$ cat config.mk
export PLATFORM = sky130hd
export DESIGN_NAME = bms_power
export DESIGN_NICKNAME = d
export VERILOG_FILES = /design/src/design/bms_pkg.sv /design/src/design/bms_power.sv
export SDC_FILE = /design/constraint.sdc
export NUM_CORES = 2
export LEC_CHECK = 0
export ABC_AREA = 1
export ABC_CLOCK_PERIOD_IN_PS = 7650
export BUFFER_PORTS_ARGS = -buffer_cell sky130_fd_sc_hd__clkbuf_2
export CELL_PAD_IN_SITES_DETAIL_PLACEMENT = 2
export CELL_PAD_IN_SITES_GLOBAL_PLACEMENT = 2
export CORE_ASPECT_RATIO = 0.7
export CORE_MARGIN = 2
export CORE_UTILIZATION = 37
export CTS_CLUSTER_DIAMETER = 120
export DETAILED_ROUTE_END_ITERATION = 16
export GPL_ROUTABILITY_DRIVEN = 0
export PLACE_DENSITY_LB_ADDON = 0.1
export SLEW_MARGIN = 30
export SYNTH_ARGS = -nofsm -noshare
export SYNTH_HDL_FRONTEND = slang
export SYNTH_SLANG_ARGS = --single-unit
$ cat constraint.sdc
create_clock -name clk_i -period 7.65 [get_ports clk_i]
set_input_delay 1.9125 -clock clk_i [delete_from_list [all_inputs] [get_ports clk_i]]
set_output_delay 1.9125 -clock clk_i [all_outputs]
set_load 0.01 [all_outputs]
$ cat src/design/bms_pkg.sv
// Shared types and constants of the binned moment sum block.
package bms_pkg;

  // Store geometry
  localparam int NumBins = 1024;
  localparam int AddrW   = $clog2(NumBins);

  // Field widths fixed by the item format
  localparam int FuncW   = 2;
  localparam int BinW    = 10;
  localparam int ValueW  = 64;
  localparam int MomentW = 4;
  localparam int HalfW   = ValueW / 2;

  // Operation codes
  localparam logic [FuncW-1:0] FuncAccumulate = 2'd0;
  localparam logic [FuncW-1:0] FuncRead       = 2'd1;
  localparam logic [FuncW-1:0] FuncMerge      = 2'd2;

  localparam logic [MomentW-1:0] MomentReset = 4'd1;

  typedef struct packed {
    logic [FuncW-1:0]         func;
    logic [BinW-1:0]          bin;
    logic signed [ValueW-1:0] value;
    logic                     include_req;
  } bms_in_t;

  typedef struct packed {
    logic [BinW-1:0]          bin_out;
    logic signed [ValueW-1:0] sum;
  } bms_out_t;

  // Power unit request and response
  typedef struct packed {
    logic               start;
    logic [ValueW-1:0]  base;
    logic [MomentW-1:0] moment;
  } bms_pow_req_t;

  typedef struct packed {
    logic              done;
    logic [ValueW-1:0] result;
  } bms_pow_rsp_t;

endpackage

$ cat src/design/bms_power.sv
// Iterative wrapping power unit built around one shared 32x32 multiplier.
module bms_power
  import bms_pkg::*;
(
  input  logic         clk_i,
  input  logic         rst_ni,
  input  bms_pow_req_t req_i,
  output bms_pow_rsp_t rsp_o
);

  typedef enum logic [0:0] {PwIdle, PwRun} pw_state_e;

  pw_state_e          state_q;
  logic [1:0]         phase_q;
  logic [MomentW-1:0] cnt_q;
  logic               done_q;
  logic [ValueW-1:0]  base_q;
  logic [ValueW-1:0]  res_q;
  logic [ValueW-1:0]  acc_q;

  logic [HalfW-1:0]  mul_a;
  logic [HalfW-1:0]  mul_b;
  logic [ValueW-1:0] prod;
  logic [ValueW-1:0] prod_shl;

  // The low 64 bits of a 64x64 product take three partial products; the
  // high-by-high term falls entirely above bit 63 and is dropped.
  always_comb begin
    case (phase_q)
      2'd0: begin
        mul_a = res_q[HalfW-1:0];
        mul_b = base_q[HalfW-1:0];
      end
      2'd1: begin
        mul_a = res_q[HalfW-1:0];
        mul_b = base_q[ValueW-1:HalfW];
      end
      default: begin
        mul_a = res_q[ValueW-1:HalfW];
        mul_b = base_q[HalfW-1:0];
      end
    endcase
  end

  assign prod     = {{HalfW{1'b0}}, mul_a} * {{HalfW{1'b0}}, mul_b};
  assign prod_shl = {prod[HalfW-1:0], {HalfW{1'b0}}};

  always_ff @(posedge clk_i or negedge rst_ni) begin
    if (!rst_ni) begin
      state_q <= PwIdle;
      phase_q <= 2'd0;
      cnt_q   <= '0;
      done_q  <= 1'b0;
    end else begin
      done_q <= 1'b0;
      case (state_q)
        PwIdle: begin
          if (req_i.start) begin
            base_q  <= req_i.base;
            phase_q <= 2'd0;
            state_q <= PwRun;
            if (req_i.moment == '0) begin
              res_q <= ValueW'(1);
              cnt_q <= '0;
            end else begin
              res_q <= req_i.base;
              cnt_q <= req_i.moment - MomentW'(1);
            end
          end
        end
        PwRun: begin
          if (cnt_q == '0) begin
            done_q  <= 1'b1;
            state_q <= PwIdle;
          end else begin
            case (phase_q)
              2'd0: begin
                acc_q   <= prod;
                phase_q <= 2'd1;
              end
              2'd1: begin
                acc_q   <= acc_q + prod_shl;
                phase_q <= 2'd2;
              end
              default: begin
                res_q   <= acc_q + prod_shl;
                cnt_q   <= cnt_q - MomentW'(1);
                phase_q <= 2'd0;
              end
            endcase
          end
        end
        default: state_q <= PwIdle;
      endcase
    end
  end

  assign rsp_o.done   = done_q;
  assign rsp_o.result = res_q;

endmodule

==> summary.txt <==
Aggregate routed wire length: 333 mm
GR Overflow Total: 0
Outcome: complete, but fails checks
Clock sinks: 200
Ys async rst share: 4.00%
Ranking of synthesized cells by area: fa_1, edfxtp_1, inv_1
Mux contribution to synthesized area: 0%
DRC: 0
# hold bufs at CTS: 0
Synth Cell Area: 0.0436 mm²
Nets: 7407
Crit-path most repeated cell: fa_1
First-pass DRT Iterations: 8
Avg WL per Cell: 43.1 µm
Actual slew at the worst max-slew pin: 1.19 ns
Setup ws final: -3.28 ns
Cells after Synth: 5122
Number of vias per cell: 6.31
Critical Path Fanout Max: 9
Syn_area_per_cell: 8.51 µm²
Largest area contributor in the netlist: fa_1
Initial antenna violation count: 45
YS warnings: 0
Synth Area in Compound Gates: 5.19%
CP endpoint kind: flip-flop
Crit-path leading delay family: adder cells
First-pass GRT wire length: 357 mm
EDFF count, synth: 192
Vias in the first global route: 48300
Post-synth top cells: inv_1, nand2_1, fa_1, nor2_1, ha_1
Fill count: 12400
CP max-delay cell: fa_1
CP peak stage delay: 1.09 ns
Final Setup Violations: 79
Syn nets: 6388
Area share of the largest cell type after synthesis: 41.2%
Max-Cap Viols: 0
DR iter-0 viols: 6092
Top-count cell post-synth: inv_1
Clock latency on the worst-skew pair: 0.61 ns
CTS tree: yes
ANT nets after route: 0
Die H: 291 µm
Share of layout cells above drive strength 1: 34.5%
CP Buf/Inv Count: 14
GR Util All Layers: 41.2%
Yosys cell types: 53
Core Box Area: 0.117 mm²
Placed cell area: 0.0533 mm²
Root Driver: clkbuf_16
Total I/O pin count: 136
XOR/XNOR share of the synthesized area: 0.902%
Max Fclk: 91.5 MHz
Period utilization: 143%
Post-synthesis sequential area ratio: 13.7%
Largest family of logic cells by synthesized area: adder cells
#FFs+latches synth: 200
Detailed Place HPWL: 192 mm
Fin. Hold Viols: 0
TNS Setup: -153.05 ns
CTS clk-pin slew, worst paths: 0.10 ns
Vias: 48700
Layout Cell Area excl Fill: 0.0600 mm²
Hold Crit Class: reg -> reg
Post-Synth Adder-Cell Area: 49.8%
WP data arrival: 11.27 ns
Max-slew violation count: 0
Post-Synth Simple-Gate Area: 18.1%
Starting Density: 37.3%
Die area: 0.121 mm²
CP startpoint kind: flip-flop
Critical path class: reg -> reg
Crit path required time: 7.99 ns
Htree depth: 4
# rows: 105
Violated checks: setup timing
TritonCTS Buffers: 25
Slew headroom: 20.2%
Port bufs: 135
Pin count of the biggest net entering global routing: 65
Area grow syn2layout: 37.7%
Worst setup skew after layout: 0.0631 ns
Crit path time final: 10.93 ns
RSZ-0062 raised after global routing: true
Die X: 414 µm
Longest Clk Path Bufs: 3
Synth Flop Type: edfxtp_1
cell usage in the layout (no fill, tap or decap), types with 12 or more instances in the layout:
master | Yosys | layout
inv_1 | 1121 | 1015
nand2_1 | 1092 | 940
buf_4 | 15 | 860
fa_1 | 897 | 809
nor2_1 | 596 | 494
ha_1 | 298 | 233
edfxtp_1 | 192 | 192
clkbuf_2 | 0 | 135
inv_2 | 32 | 110
nand2_2 | 13 | 102
buf_6 | 4 | 95
fa_2 | 0 | 88
buf_12 | 0 | 86
nand3_1 | 136 | 76
nor2_4 | 3 | 70
ha_4 | 0 | 61
nand2_4 | 0 | 55
a21oi_1 | 124 | 55
o21ai_2 | 26 | 54
nand3_2 | 6 | 52
o21ai_4 | 4 | 49
nor2_2 | 9 | 44
a21oi_4 | 1 | 40
o21ai_0 | 87 | 38
a22o_1 | 35 | 35
a21oi_2 | 4 | 34
clkbuf_16 | 0 | 26
or2_2 | 39 | 21
o21ai_1 | 45 | 21
or2_4 | 0 | 20
diode_2 | 0 | 18
inv_4 | 0 | 16
xor2_1 | 27 | 16
nand4_1 | 15 | 15
nand3_4 | 0 | 14
nand3b_1 | 14 | 14
nor3_1 | 17 | 12
xnor2_1 | 16 | 12
layer usage:
| metal | GRT usage [%] | up-vias | routed length [µm] |
|---|---|---|---|
| li1 | - | 17300 | - |
| met1 | 55.6 | 24700 | 110000 |
| met2 | 62.4 | 4565 | 139000 |
| met3 | 11.2 | 2064 | 45500 |
| met4 | 17.1 | 49 | 36500 |
| met5 | 0 | - | 1070 |
layout make-up:
| type | count | area (µm²) | area share (%) |
|---|---|---|---|
| flip-flops and latches | 200 | 5970 | 9.96 |
| inverters | 1157 | 4450 | 7.42 |
| diodes | 18 | 45.0 | 0.0751 |
| well taps | 1551 | 1940 | 3.24 |
| repair buffers | 1194 | 10300 | 17.2 |
| clock buffers | 25 | 626 | 1.04 |
| multi-input cells | 3563 | 36500 | 60.9 |
| clock inverters | 7 | 134 | 0.223 |
final timing paths:
kind,from,end,slack [ns],cells after the start
max in group asynchronous,rst_ni,state_q$_DFF_PN0_,6.14,1
min,acc_q[22]$_DFFE_PP_,res_q[22]$_DFFE_PP_,0.57,1
max,phase_q[1]$_DFFE_PN0P_,res_q[62]$_DFFE_PP_,-3.28,41
min in group asynchronous,rst_ni,cnt_q[1]$_DFFE_PN0P_,1.23,1
max reg2reg,phase_q[1]$_DFFE_PN0P_,res_q[62]$_DFFE_PP_,-3.28,41
min reg2reg,acc_q[22]$_DFFE_PP_,res_q[22]$_DFFE_PP_,0.57,1
stage by stage:
step / setup slack (ns) / hold slack [ns] / cells / utilization, %
floorplan: -0.0843 / 0.518 / 5122 / -
global placement: -1.44 / 0.538 / 7490 / 45.6
detailed placement: -1.63 / 0.546 / 7490 / 45.6
CTS: -1.26 / 0.544 / 7586 / 48.2
global route: -3.13 / 0.573 / 7700 / 51.3
finish: -3.28 / 0.570 / 7715 / 51.3
kinds of logic (layout without fill, tap and decap cells):
kind of cell	count (synthesis)	count (layout)
simple gates	1957	1957
xor+xnor	44	44
compound gates	367	367
buf+inv	1359	2383
other cells	0	18
fa+ha+maj	1195	1195
flops	200	200
registers in the layout (all words and copies together), names as in the netlist:
register / cells
acc_q: 64
state_q: 1
phase_q: 2
res_q: 64
done_q: 1
base_q: 64
cnt_q: 4
timing repair:
item,in CTS,in global routing
pin swaps,83,274
endpoints found under the setup margin,68,73
resized for setup,415,686
buffers inserted,59,114
cloned,5,1
Power is not shown: default switching activity piles up to over one toggle a cycle in this logic, so the estimate is an artifact.
